[src/rtl/owtm_pkg.sv]
// ----------------------------------------------------------------------------
// owtm_pkg: shared types and constants
// Command codes, configuration indexes and the words passed between the
// configuration file, the sequencer core and the top level.
// ----------------------------------------------------------------------------
`default_nettype none

package owtm_pkg;

	// tick counter width; register values are taken modulo 2^CntW
	localparam int CntW    = 10;
	localparam int RegW    = 10;
	localparam int CfgIdxW = 3;

	// bus command bytes
	localparam logic [7:0] OW_SKIP_ROM = 8'hcc;
	localparam logic [7:0] OW_CONVERT  = 8'h44;
	localparam logic [7:0] OW_READ_PAD = 8'hbe;

	// reset values of the timing registers
	localparam logic [RegW-1:0] RST_LOW_DEF  = RegW'(480);
	localparam logic [RegW-1:0] PRES_DEF     = RegW'(60);
	localparam logic [RegW-1:0] SLOT_DEF     = RegW'(60);
	localparam logic [RegW-1:0] RD_SMP_DEF   = RegW'(10);
	localparam logic [RegW-1:0] RECOVERY_DEF = RegW'(1);
	localparam logic [RegW-1:0] START_DEF    = RegW'(1);

	typedef enum logic [2:0] {
		CMD_TICK  = 3'd0,
		CMD_RESET = 3'd1,
		CMD_WRITE = 3'd2,
		CMD_READ  = 3'd3,
		CMD_TEMP  = 3'd4
	} cmd_t;

	typedef enum logic [CfgIdxW-1:0] {
		REG_RST_LOW  = 3'd0,
		REG_PRES     = 3'd1,
		REG_SLOT     = 3'd2,
		REG_RD_SMP   = 3'd3,
		REG_RECOVERY = 3'd4,
		REG_START    = 3'd5
	} reg_idx_t;

	// effective timing values; the ones marked min1 never read as zero
	typedef struct packed {
		logic [CntW-1:0] rst_low;   // min1
		logic [CntW-1:0] pres;
		logic [CntW-1:0] slot;      // min1
		logic [CntW-1:0] rd_smp;
		logic [CntW-1:0] recovery;
		logic [CntW-1:0] start;     // min1
	} timing_t;

	typedef struct packed {
		logic        pull;
		logic        busy;
		logic        done;
		logic        err;
		logic [7:0]  rx;
		logic [15:0] temp;
	} result_t;

endpackage

`default_nettype wire

[src/rtl/owtm_cfg.sv]
// ----------------------------------------------------------------------------
// owtm_cfg: timing register file
// Six write-only timing registers; presents them trimmed to the counter
// width, with zero lengths forced to one where a slot needs a tick.
// ----------------------------------------------------------------------------
`default_nettype none

module owtm_cfg (
	input  wire logic                         clk,
	input  wire logic                         arst_n,
	input  wire logic                         cfg_we,
	input  wire logic [owtm_pkg::CfgIdxW-1:0] cfg_index,
	input  wire logic [owtm_pkg::RegW-1:0]    cfg_data,
	output owtm_pkg::timing_t                 timing
);
	import owtm_pkg::*;

	logic [RegW-1:0] rst_low_q, pres_q, slot_q, rd_smp_q, recovery_q, start_q;

	always_ff @(posedge clk or negedge arst_n) begin
		if (!arst_n) begin
			rst_low_q  <= RST_LOW_DEF;
			pres_q     <= PRES_DEF;
			slot_q     <= SLOT_DEF;
			rd_smp_q   <= RD_SMP_DEF;
			recovery_q <= RECOVERY_DEF;
			start_q    <= START_DEF;
		end else if (cfg_we) begin
			case (cfg_index)
				REG_RST_LOW:  rst_low_q  <= cfg_data;
				REG_PRES:     pres_q     <= cfg_data;
				REG_SLOT:     slot_q     <= cfg_data;
				REG_RD_SMP:   rd_smp_q   <= cfg_data;
				REG_RECOVERY: recovery_q <= cfg_data;
				REG_START:    start_q    <= cfg_data;
				default: ;
			endcase
		end
	end

	function automatic logic [CntW-1:0] min1(input logic [CntW-1:0] v);
		min1 = (v == '0) ? CntW'(1) : v;
	endfunction

	always_comb begin
		timing.rst_low  = min1(CntW'(rst_low_q));
		timing.pres     = CntW'(pres_q);
		timing.slot     = min1(CntW'(slot_q));
		timing.rd_smp   = CntW'(rd_smp_q);
		timing.recovery = CntW'(recovery_q);
		timing.start    = min1(CntW'(start_q));
	end

endmodule

`default_nettype wire

[src/rtl/owtm_core.sv]
// ----------------------------------------------------------------------------
// owtm_core: bus sequencer
// Holds the sequencer state and works out one bus tick per enabled cycle.
// ----------------------------------------------------------------------------
`default_nettype none

module owtm_core (
	input  wire logic                 clk,
	input  wire logic                 arst_n,
	input  wire logic                 en,
	input  wire logic [2:0]           command,
	input  wire logic [7:0]           tx_byte,
	input  wire logic                 bus_in,
	input  wire owtm_pkg::timing_t    timing,
	output owtm_pkg::result_t         res
);
	import owtm_pkg::*;

	typedef enum logic [2:0] {
		PH_IDLE, PH_RST_LOW, PH_RST_WAIT, PH_RST_REC,
		PH_WR_SLOT, PH_WR_REC, PH_RD_SLOT, PH_POLL
	} phase_t;

	typedef struct packed {
		phase_t          phase;
		logic [CntW-1:0] tick;
		logic [2:0]      bit_idx;
		logic [7:0]      shift;
		logic [3:0]      step;
		logic [15:0]     temp;
		logic            err;
		logic            tmode;   // active command is a temperature read
		logic [7:0]      rx;
	} seq_t;

	seq_t st_q, s;
	logic done, pull, fin, wbd;
	logic [CntW:0] tick_inc, rlen;

	always_comb begin
		s    = st_q;
		done = 1'b0;
		pull = 1'b0;
		fin  = 1'b0;
		wbd  = 1'b0;

		// command start; the start tick is also the first tick of the sequence
		if (s.phase == PH_IDLE && command >= CMD_RESET && command <= CMD_TEMP) begin
			s.err     = 1'b0;
			s.tmode   = (command == CMD_TEMP);
			s.step    = '0;
			s.tick    = '0;
			s.bit_idx = '0;
			s.shift   = '0;
			case (command)
				CMD_WRITE: begin
					s.phase = PH_WR_SLOT;
					s.shift = tx_byte;
				end
				CMD_READ:  s.phase = PH_RD_SLOT;
				CMD_TEMP: begin
					s.phase = PH_RST_LOW;
					s.temp  = '0;
				end
				default:   s.phase = PH_RST_LOW;
			endcase
		end

		tick_inc = (CntW+1)'(s.tick) + (CntW+1)'(1);
		rlen = (timing.slot > timing.rd_smp) ? (CntW+1)'(timing.slot)
		                                     : (CntW+1)'(timing.rd_smp) + (CntW+1)'(1);

		case (s.phase)
			PH_RST_LOW: begin
				pull = 1'b1;
				if (tick_inc >= (CntW+1)'(timing.rst_low)) begin
					s.phase = PH_RST_WAIT;
					s.tick  = '0;
				end else begin
					s.tick = tick_inc[CntW-1:0];
				end
			end
			PH_RST_WAIT: begin
				if (s.tick >= timing.pres) begin
					// presence sample opens the recovery wait on this same tick
					s.err   = bus_in;
					s.phase = PH_RST_REC;
					if (timing.rst_low == CntW'(1)) begin
						fin = 1'b1;
					end else begin
						s.tick = CntW'(1);
					end
				end else begin
					s.tick = tick_inc[CntW-1:0];
				end
			end
			PH_RST_REC: begin
				if (tick_inc >= (CntW+1)'(timing.rst_low)) begin
					fin = 1'b1;
				end else begin
					s.tick = tick_inc[CntW-1:0];
				end
			end
			PH_WR_SLOT: begin
				pull = s.shift[0] ? (s.tick < timing.start) : (s.tick < timing.slot);
				if (tick_inc >= (CntW+1)'(timing.slot)) begin
					if (timing.recovery == '0) begin
						wbd = 1'b1;
					end else begin
						s.phase = PH_WR_REC;
						s.tick  = '0;
					end
				end else begin
					s.tick = tick_inc[CntW-1:0];
				end
			end
			PH_WR_REC: begin
				if (tick_inc >= (CntW+1)'(timing.recovery)) begin
					wbd = 1'b1;
				end else begin
					s.tick = tick_inc[CntW-1:0];
				end
			end
			PH_RD_SLOT, PH_POLL: begin
				pull = (s.tick < timing.start);
				if (s.tick == timing.rd_smp) begin
					if (s.phase == PH_RD_SLOT) begin
						s.shift = {bus_in, s.shift[7:1]};
					end else begin
						s.shift = {7'd0, bus_in};
					end
				end
				if (tick_inc >= rlen) begin
					if (s.phase == PH_POLL) begin
						if (s.shift[0]) begin
							fin = 1'b1;
						end else begin
							s.tick  = '0;
							s.shift = '0;
						end
					end else if (s.bit_idx == 3'd7) begin
						s.rx = s.shift;
						fin  = 1'b1;
					end else begin
						s.bit_idx = s.bit_idx + 3'd1;
						s.tick    = '0;
					end
				end else begin
					s.tick = tick_inc[CntW-1:0];
				end
			end
			default: ;
		endcase

		// end of a write bit slot (with its recovery)
		if (wbd) begin
			s.shift = {1'b0, s.shift[7:1]};
			if (s.bit_idx == 3'd7) begin
				fin = 1'b1;
			end else begin
				s.bit_idx = s.bit_idx + 3'd1;
				s.phase   = PH_WR_SLOT;
				s.tick    = '0;
			end
		end

		// end of one bus operation: next step of a temperature read, or done
		if (fin) begin
			if (s.tmode && !s.err && s.step < 4'd8) begin
				if (s.step == 4'd7) begin
					s.temp[7:0] = s.rx;
				end
				s.step    = s.step + 4'd1;
				s.tick    = '0;
				s.bit_idx = '0;
				s.shift   = '0;
				case (s.step)
					4'd4:       s.phase = PH_RST_LOW;
					4'd1, 4'd5: begin
						s.phase = PH_WR_SLOT;
						s.shift = OW_SKIP_ROM;
					end
					4'd2: begin
						s.phase = PH_WR_SLOT;
						s.shift = OW_CONVERT;
					end
					4'd3:       s.phase = PH_POLL;
					4'd6: begin
						s.phase = PH_WR_SLOT;
						s.shift = OW_READ_PAD;
					end
					default:    s.phase = PH_RD_SLOT;
				endcase
			end else begin
				if (s.tmode && !s.err) begin
					s.temp[15:8] = s.rx;
				end
				s.phase = PH_IDLE;
				done    = 1'b1;
			end
		end

		res.pull = pull;
		res.busy = (s.phase != PH_IDLE);
		res.done = done;
		res.err  = s.err;
		res.rx   = s.rx;
		res.temp = s.temp;
	end

	always_ff @(posedge clk or negedge arst_n) begin
		if (!arst_n) begin
			st_q <= '{phase: PH_IDLE, default: '0};
		end else if (en) begin
			st_q <= s;
		end
	end

	// a finished sequence never reports busy on the same tick
	a_done_idle: assert property (@(posedge clk) disable iff (!arst_n)
		res.done |-> !res.busy)
		else $error("done together with busy");

	// the temperature step counter stops at the second scratchpad byte
	a_step_range: assert property (@(posedge clk) disable iff (!arst_n)
		st_q.step <= 4'd8)
		else $error("sequence step out of range");

	// a plain tick (or a meaningless code) leaves an idle sequencer idle
	a_idle_stays: assert property (@(posedge clk) disable iff (!arst_n)
		(en && st_q.phase == PH_IDLE && (command == CMD_TICK || command > CMD_TEMP))
		|=> st_q.phase == PH_IDLE)
		else $error("idle sequencer started without a command");

	// state only moves when a word is processed
	a_hold: assert property (@(posedge clk) disable iff (!arst_n)
		!en |=> $stable(st_q))
		else $error("sequencer state moved without a word");

endmodule

`default_nettype wire

[src/rtl/one_wire_temperature_master.sv]
// ----------------------------------------------------------------------------
// one_wire_temperature_master: single-wire bus master with temperature read
// Each input word is one bus tick; each tick gives one result word with the
// pull-low level, busy/done/error status, last read byte and last raw
// temperature.
//
//  channel | signals                               | direction | word
//  --------+---------------------------------------+-----------+----------------
//  in      | in_valid, in_ready                    | to block  | command, tx_byte,
//          |                                       |           | bus_in
//  out     | out_valid, out_ready                  | from block| bus_pull_low,
//          |                                       |           | busy_res, done_res,
//          |                                       |           | error_code, rx_byte,
//          |                                       |           | temperature
//  cfg     | cfg_we, cfg_index, cfg_data           | to block  | timing register
//
//  Rate: one word per clock while out_ready stays high; a word taken into the
//  input register moves on into the result register, and its result word is
//  offered from there.
//  The sequencer state and result register update together when the stored
//  input word moves on; that single step sets the rate.
//  Reset: arst_n clears both stages, the sequencer (idle, no error, zero
//  temperature) and loads the default timing.
//  Stalls: with out_ready low the result holds and one more input word is
//  taken into the input register; in_ready then drops until the result goes.
// ----------------------------------------------------------------------------
`default_nettype none

module one_wire_temperature_master (
	input  wire logic                         clk,
	input  wire logic                         arst_n,
	// input words
	input  wire logic                         in_valid,
	output logic                              in_ready,
	input  wire logic [2:0]                   command,
	input  wire logic [7:0]                   tx_byte,
	input  wire logic                         bus_in,
	// result words
	output logic                              out_valid,
	input  wire logic                         out_ready,
	output logic                              bus_pull_low,
	output logic                              busy_res,
	output logic                              done_res,
	output logic                              error_code,
	output logic [7:0]                        rx_byte,
	output logic signed [15:0]                temperature,
	// timing registers
	input  wire logic                         cfg_we,
	input  wire logic [owtm_pkg::CfgIdxW-1:0] cfg_index,
	input  wire logic [owtm_pkg::RegW-1:0]    cfg_data
);
	import owtm_pkg::*;

	timing_t timing;
	result_t res;

	// input register
	logic       v_s1;
	logic [2:0] cmd_s1;
	logic [7:0] tx_s1;
	logic       bus_s1;

	// result register
	logic    out_valid_q;
	result_t res_q;

	logic advance;

	// stored tick moves on when the result register is free or being drained
	assign advance  = v_s1 && (!out_valid_q || out_ready);
	assign in_ready = !v_s1 || advance;

	always_ff @(posedge clk or negedge arst_n) begin
		if (!arst_n) begin
			v_s1 <= 1'b0;
		end else if (in_ready) begin
			v_s1 <= in_valid;
		end
	end

	// payload registers need no reset
	always_ff @(posedge clk) begin
		if (in_ready && in_valid) begin
			cmd_s1 <= command;
			tx_s1  <= tx_byte;
			bus_s1 <= bus_in;
		end
	end

	owtm_cfg u_cfg (
		.clk       (clk),
		.arst_n    (arst_n),
		.cfg_we    (cfg_we),
		.cfg_index (cfg_index),
		.cfg_data  (cfg_data),
		.timing    (timing)
	);

	// sequencer steps once per tick word as it leaves the input register
	owtm_core u_core (
		.clk     (clk),
		.arst_n  (arst_n),
		.en      (advance),
		.command (cmd_s1),
		.tx_byte (tx_s1),
		.bus_in  (bus_s1),
		.timing  (timing),
		.res     (res)
	);

	always_ff @(posedge clk or negedge arst_n) begin
		if (!arst_n) begin
			out_valid_q <= 1'b0;
		end else if (advance) begin
			out_valid_q <= 1'b1;
		end else if (out_ready) begin
			out_valid_q <= 1'b0;
		end
	end

	always_ff @(posedge clk) begin
		if (advance) begin
			res_q <= res;
		end
	end

	assign out_valid    = out_valid_q;
	assign bus_pull_low = res_q.pull;
	assign busy_res     = res_q.busy;
	assign done_res     = res_q.done;
	assign error_code   = res_q.err;
	assign rx_byte      = res_q.rx;
	assign temperature  = $signed(res_q.temp);

endmodule

`default_nettype wire

[config.mk]
export PLATFORM = sky130hd
export DESIGN_NAME = one_wire_temperature_master
export DESIGN_NICKNAME = d
export VERILOG_FILES = /design/src/rtl/owtm_pkg.sv /design/src/rtl/owtm_cfg.sv /design/src/rtl/owtm_core.sv /design/src/rtl/one_wire_temperature_master.sv
export SDC_FILE = /design/constraint.sdc
export NUM_CORES = 1
export LEC_CHECK = 0
export ABC_AREA = 1
export BUFFER_PORTS_ARGS = -buffer_cell sky130_fd_sc_hd__buf_2
export CAP_MARGIN = 20
export CORE_MARGIN = 2
export CORE_UTILIZATION = 66
export DETAILED_ROUTE_END_ITERATION = 7
export GPL_TIMING_DRIVEN = 0
export PLACE_DENSITY = 0.85
export SYNTH_ARGS = -nofsm -noshare
export SYNTH_HDL_FRONTEND = slang
export SYNTH_SLANG_ARGS = --single-unit
[constraint.sdc]
create_clock -name clk -period 15 [get_ports clk]
set_clock_uncertainty 0.15 [all_clocks]
set_input_delay 1.5 -clock clk [delete_from_list [all_inputs] [get_ports clk]]
set_output_delay 1.5 -clock clk [all_outputs]
set_load 0.1 [all_outputs]
==> flow_summary.toml, run 1 <==
[critical_path]
crit_type = "reg -> reg"
cp_slowest_cell = "xor2_1"
endpoint = "busy_res"
cp_common_cell = "nand2_1"
cp_data_arrival_time_ns = 6.46
rr_worst_depth = 31
crit_path_end_kind = "register"
cp_slowest_stage_delay_ns = 0.63
startpoint_type = "register"
r2r_slack_ns = 8.58
reg2reg_to = "busy_res"
cp.required_ns = 15.04
r2r_start = "cmd_s1[1]"
crit_fanout = 10
startpoint = "cmd_s1[1]"

[floorplanning]
initial_core_util = 0.6792
die_h_um = 132.3
core_um2 = 16000
die_x_um = 132.3
ioPinCount = 60
die_area_um2 = 17510
rows = 46

[clocking]
cts-resized-gates = 0
clkSlewWorstSetupHoldPaths_ns = 0.07
cts_setup_buffers = 0
cts_buffers = 17
cts_tree = "built"
cts_num_sinks = 156
cts.root.buffer_cell = "clkbuf_16"
h-tree-depth = 4
clk_latency_ns = 0.44
postCtsHoldBufs = 0
clockBufferDepth = 2

[logic_synthesis]
synth_cell_types = 49
synth_simple_gate_area_frac = 0.3037
ys_warn_count = 0
synth_fa_ha_area_frac = 0.1036
yosysSeqAreaShare = 0.3795
synth_top_family_by_area = "simple AND/OR/NAND/NOR gates"
syn-mean-instance-area_um2 = 7.434
syn_area_um2 = 10870
syn-num-nets = 1582
synthFlopType = "dfrtp_1"
synthCells = 1462
synthXorXnorAreaFrac = 0.01209
synth_compound_area_frac = 0.1136
ys_ff_latch = 156
yosys-mux-area-fraction = 0
async_reset_ff_frac = 0.7436
synth_edf_count = 40

[sta]
fin_crit_sh = 0.4277
fin_tns_setup_ns = 0
final_hold_viol_count = 0
clock.fmax_mhz = 155.9
rsz0062_at_grt = "no"
period_minus_slack_ns = 6.415
slew_viol_final = 0
slew_headroom = 0.2332
final.setup.worst_slack_ns = 8.585
worst_slew_pin_slew_ns = 1.141
setup_viol = 0

[placed_design]
portBuffers = 59
dp_slack_ns = 8.743
hpwl_um = 22480
globalplace.congestion = 1.019

[worst_hold_path]
hold_start = "u_core.st_q[10]"
hp-class = "reg -> reg"

[power_and_ir_drop]
p_leak_nw = 6.277
powerDensity_nw_per_um2 = 182.9
peakVddDrop_mv = 0.1077

[layout]
diodes = 0
num-fill-cells = 1272
syn2layout_area_growth_pct = 11.03
nets = 1661
layout-drive-gt1-share = 0.1139

[job]
drv_cap = 0

[drt]
wire_per_inst_um = 17.42
drt_pass1_iterations = 6
final_antenna_net_count = 0
vias = 10600
vias_per_cell = 5.989
drc = 0
drt-initial-drc-count = 1343
wl_um = 30830

[status]
outcome = "finished, final reports clean"

[grt]
antenna_found_initial = 0
grt_pass1_vias = 9653
grt-busiest-layer = "met2"
grt_util_met3 = 0.06805
met1_usage = 0.4947
grt_pass1_wl_um = 49020
grt.overflow.total = 0
gr-usage-all-layers = 0.3539
grt_max_degree = 92
met2_usage = 0.5432
==> worst max-delay path: cells and delay by family (launching register included) <==
| kind | cells | cell delay [ns] |
|---|---|---|
| fa+ha+maj | 3 | 0.77 |
| xor+xnor | 1 | 0.63 |
| buf+inv | 6 | 1.04 |
| simple gates | 19 | 2.76 |
| flops | 1 | 0.41 |
| compound gates | 2 | 0.38 |
==> synth_stat cells (6+ instances only) <==
cell type	number	area, µm²
inv_1	177	664.4
nand3_1	115	575.6
nor2_1	84	315.3
edfxtp_1	40	1201
clkbuf_1	37	138.9
ha_1	90	1126
dfrtp_1	100	2502
nand2_4	6	67.56
nand4_1	38	237.7
nand2_2	12	75.07
xor2_1	12	105.1
nor4_1	6	37.54
nor2_2	6	37.54
nand2_1	425	1595
o21ai_0	139	695.7
a21oi_1	50	250.2
a211oi_1	9	67.56
nand3_2	7	70.07
and2_1	17	106.4
inv_2	9	33.78
dfstp_2	16	420.4
==> layout by cell type, fill, tap and decap left out, types with 9 or more instances in the layout <==
cell type	n
and2_1	17
nand4_1	38
buf_2	60
xor2_1	12
o21ai_0	139
nor2_1	84
dfrtp_1	100
inv_2	9
a21oi_1	50
a211oi_1	9
inv_1	177
clkbuf_1	36
edfxtp_1	40
nand2_2	12
ha_1	90
nand3_1	115
dfstp_2	16
clkbuf_16	17
nand2_1	425
==> layer usage <==
metal	wire length, µm	share of wire	up-vias
li1	-	-	4965
met1	12680	0.41	4875
met2	13660	0.44	640
met3	3349	0.11	120
met4	1138	0.037	0
met5	0	0	-
==> power breakdown <==
group	leakage (nW)	internal, mW	total [mW]	switching (mW)
clock	0.288	0.224	0.433	0.209
sequential	1.86	0.537	0.603	0.0664
combinational	4.13	0.351	1.17	0.820
total	6.28	1.11	2.21	1.10
==> sequential cells by signal (all words and copies together) (netlist names), 3 cells and up <==
name	count
tx_s1	8
u_cfg.recovery_q	10
u_cfg.start_q	10
rx_byte	8
u_cfg.rd_smp_q	10
u_cfg.pres_q	10
u_core.st_q	54
u_cfg.rst_low_q	10
cmd_s1	3
temperature	16
u_cfg.slot_q	10
==> cell families after synthesis <==
logic type / Yosys count
AOI/OAI and AO/OA: 227
xor gates and xnor gates: 15
adders and majority gates: 90
buffers and inverters: 237
DFF: 156
and+or+nand+nor: 737
==> final cells by class <==
| cell class | count | area [µm²] | area share |
|---|---|---|---|
| Multi-Input combinational cell | 1069 | 5793 | 0.4801 |
| Clock inverter | 15 | 172.7 | 0.01431 |
| Timing Repair Buffer | 60 | 329.1 | 0.02727 |
| Clock buffer | 17 | 425.4 | 0.03526 |
| Buffer | 48 | 241.5 | 0.02001 |
| Inverter | 189 | 710.7 | 0.05890 |
| Sequential cell | 156 | 4124 | 0.3418 |
| Tap cell | 216 | 270.3 | 0.02240 |
==> per-stage QoR <==
| stage | area [µm²] | instances | hold slack [ns] | power (mW) | util |
|---|---|---|---|---|---|
| 4_1_cts | 12070 | 1770 | 0.3338 | 2.175 | 0.7541 |
| 2_1_floorplan | 10870 | 1462 | 0.2957 | 1.456 | - |
| 6_report | 12070 | 1770 | 0.3338 | 2.207 | 0.7541 |
| 3_3_place_gp | 11430 | 1737 | 0.3105 | 1.698 | 0.7146 |
| 5_1_grt | 12070 | 1770 | 0.3527 | 2.362 | 0.7541 |
| 3_5_place_dp | 11470 | 1738 | 0.3163 | 1.735 | 0.7168 |
==> how the worst min path moves through the flow <==
stage / depth (start not counted) / slack (ns) / to
detailed placement: 2 / 0.32 / u_core.st_q[10]
global route: 2 / 0.35 / u_cfg.pres_q[4]
CTS: 2 / 0.33 / u_core.st_q[10]
global placement: 2 / 0.31 / u_core.st_q[0]
finish: 2 / 0.33 / u_core.st_q[10]
floorplan: 2 / 0.30 / u_cfg.rst_low_q[0]
No activity file was read; power rests on OpenSTA's default activity.
==> run 2, diff against run 1 <==
Settings changed: CORE_UTILIZATION 66 to 63, PLACE_DENSITY 0.85 to 0.82.
Clock period 15 ns to 6.15 ns, I/O delays scaled along.
==> flow_summary.toml, run 2 (synthesized netlist as in run 1, its figures left out) <==
[status]
outcome = "finished, final reports clean"

[critical_path]
crit_path_end_kind = "register"
reg2reg_to = "busy_res"
crit_fanout = 10
cp_data_arrival_time_ns = 5.76
startpoint_type = "register"
r2r_start = "cmd_s1[1]"
endpoint = "busy_res"
rr_worst_depth = 32
cp_slowest_cell = "edfxtp_1"
crit_family = "simple AND/OR/NAND/NOR gates"
cp_slowest_stage_delay_ns = 0.40
startpoint = "cmd_s1[1]"
path_depth = 32
cp.required_ns = 6.19
crit_type = "reg -> reg"
r2r_slack_ns = 0.43
cp_common_cell = "nand2_1"
path_buf_inv = 7

[drt]
drt_pass1_iterations = 7
wire_per_inst_um = 16.82
drt-initial-drc-count = 1183
final_antenna_net_count = 0
drc = 0
vias_per_cell = 5.766
wl_um = 29980
vias = 10280

[sta]
final.setup.worst_slack_ns = 0.4311
period_minus_slack_ns = 5.719
setup_viol = 0
slew_viol_final = 0
fin_crit_sh = 0.9299
worst_slew_pin_slew_ns = 0.8835
rsz0062_at_grt = "no"
final_hold_viol_count = 0
slew_headroom = 0.4110
clock.fmax_mhz = 174.9

[power_and_ir_drop]
switching_power_mw = 2.596
clockPowerShare = 0.189
p_leak_nw = 6.254
peakVddDrop_mv = 0.2788
switching_share = 0.4874
internal_power_mw = 2.730
power.share.sequential = 0.275
power_mw = 5.326
powerDensity_nw_per_um2 = 440.7
combPwrFrac = 0.535

[placed_design]
dp.cells = 1747
portBuffers = 59
hpwl_um = 22240
dp_slack_ns = -0.2598
globalplace.congestion = 0.9510

[clocking]
cts.root.buffer_cell = "clkbuf_16"
cts_buffers = 17
cts_tree = "built"
clk_latency_ns = 0.44
h-tree-depth = 4
clkSlewWorstSetupHoldPaths_ns = 0.07
cts_num_sinks = 156
clockBufferDepth = 2

[layout]
largest_reg_flops = 54
final_common_cell = "nand2_1"
layout-drive-gt1-share = 0.1150
nets = 1664
diodes = 0
fin_cells = 1782
fin_util = 0.7085
num-fill-cells = 1449
syn2layout_area_growth_pct = 11.19
layout_common_cells = "nand2_1, inv_1, o21ai_0, nand3_1, dfrtp_1"
top_register = "u_core.st_q"

[grt]
grt_pass1_vias = 9474
grt_pass1_wl_um = 48210
gr-usage-all-layers = 0.3408
grt_max_degree = 67
antenna_found_initial = 0
grt.overflow.total = 0

[floorplanning]
die_x_um = 135.3
ioPinCount = 60
core_um2 = 17060
die_h_um = 135.3
die_area_um2 = 18320
initial_core_util = 0.6372
rows = 48

[worst_hold_path]
hp-class = "in -> reg"

[job]
drv_cap = 0
## run 2: cell types whose count changed in the layout (fill, tap and decap cells not counted), moves of 2 or more
cell / delta
clkbuf_1: +2
clkinv_1: +2
clkinv_4: -2
clkinv_8: -4
clkinvlp_4: +4
inv_6: +2
inv_8: -5
## run 2: cell type report
class | count | area (µm²) | share of cell area
Multi-Input combinational cell | 1069 | 5819 | 0.4816
Sequential cell | 156 | 4124 | 0.3413
Inverter | 189 | 714.4 | 0.05912
Clock buffer | 19 | 432.9 | 0.03583
Timing Repair Buffer | 63 | 354.1 | 0.02930
Tap cell | 225 | 281.5 | 0.02330
Buffer | 48 | 241.5 | 0.01998
Clock inverter | 13 | 116.4 | 0.009629
## run 2: worst min path at each step
stage                    start         endpoint  depth (start not counted)
3_3_place_gp   u_core.st_q[16]  u_core.st_q[16]                          2
4_1_cts             command[1]        cmd_s1[1]                          1
2_1_floorplan           arst_n        out_valid                          0
5_1_grt             command[1]        cmd_s1[1]                          1
6_report            command[1]        cmd_s1[1]                          1
3_5_place_dp   u_core.st_q[24]  u_core.st_q[24]                          2
## run 2: power groups by stage
stage / Combinational, mW / Sequential, mW / Clock (mW)
floorplan: 1.85 / 1.70 / 0
global placement: 2.69 / 1.47 / 0
detailed placement: 2.76 / 1.48 / 0
CTS: 2.79 / 1.46 / 1.01
global route: 3.20 / 1.49 / 1.05
finish: 2.85 / 1.47 / 1.01
## run 2: through the flow
step	hold slack, ns	TNS (ns)	area (µm²)
6_report	0.2016	0	12080
5_1_grt	0.1979	0	12080
3_3_place_gp	0.3108	-4.562	11440
4_1_cts	0.1927	0	12060
2_1_floorplan	0.1694	0	10870
3_5_place_dp	0.3150	-6.339	11480
## run 2: per-layer routing
layer | global-route usage | vias up | wire (µm)
li1 | - | 4972 | -
met1 | 0.4954 | 4749 | 13140
met2 | 0.5206 | 501 | 13170
met3 | 0.05425 | 53 | 2952
met4 | 0.1181 | 0 | 716
met5 | 0 | - | 0
## run 2: what timing repair did
action	in CTS	in global routing
hold buffers	1	0
pin swaps	0	0
endpoints found under the setup margin	60	61
gates resized for setup	3	2
buffers inserted	0	1
hold endpoints to repair	22	0
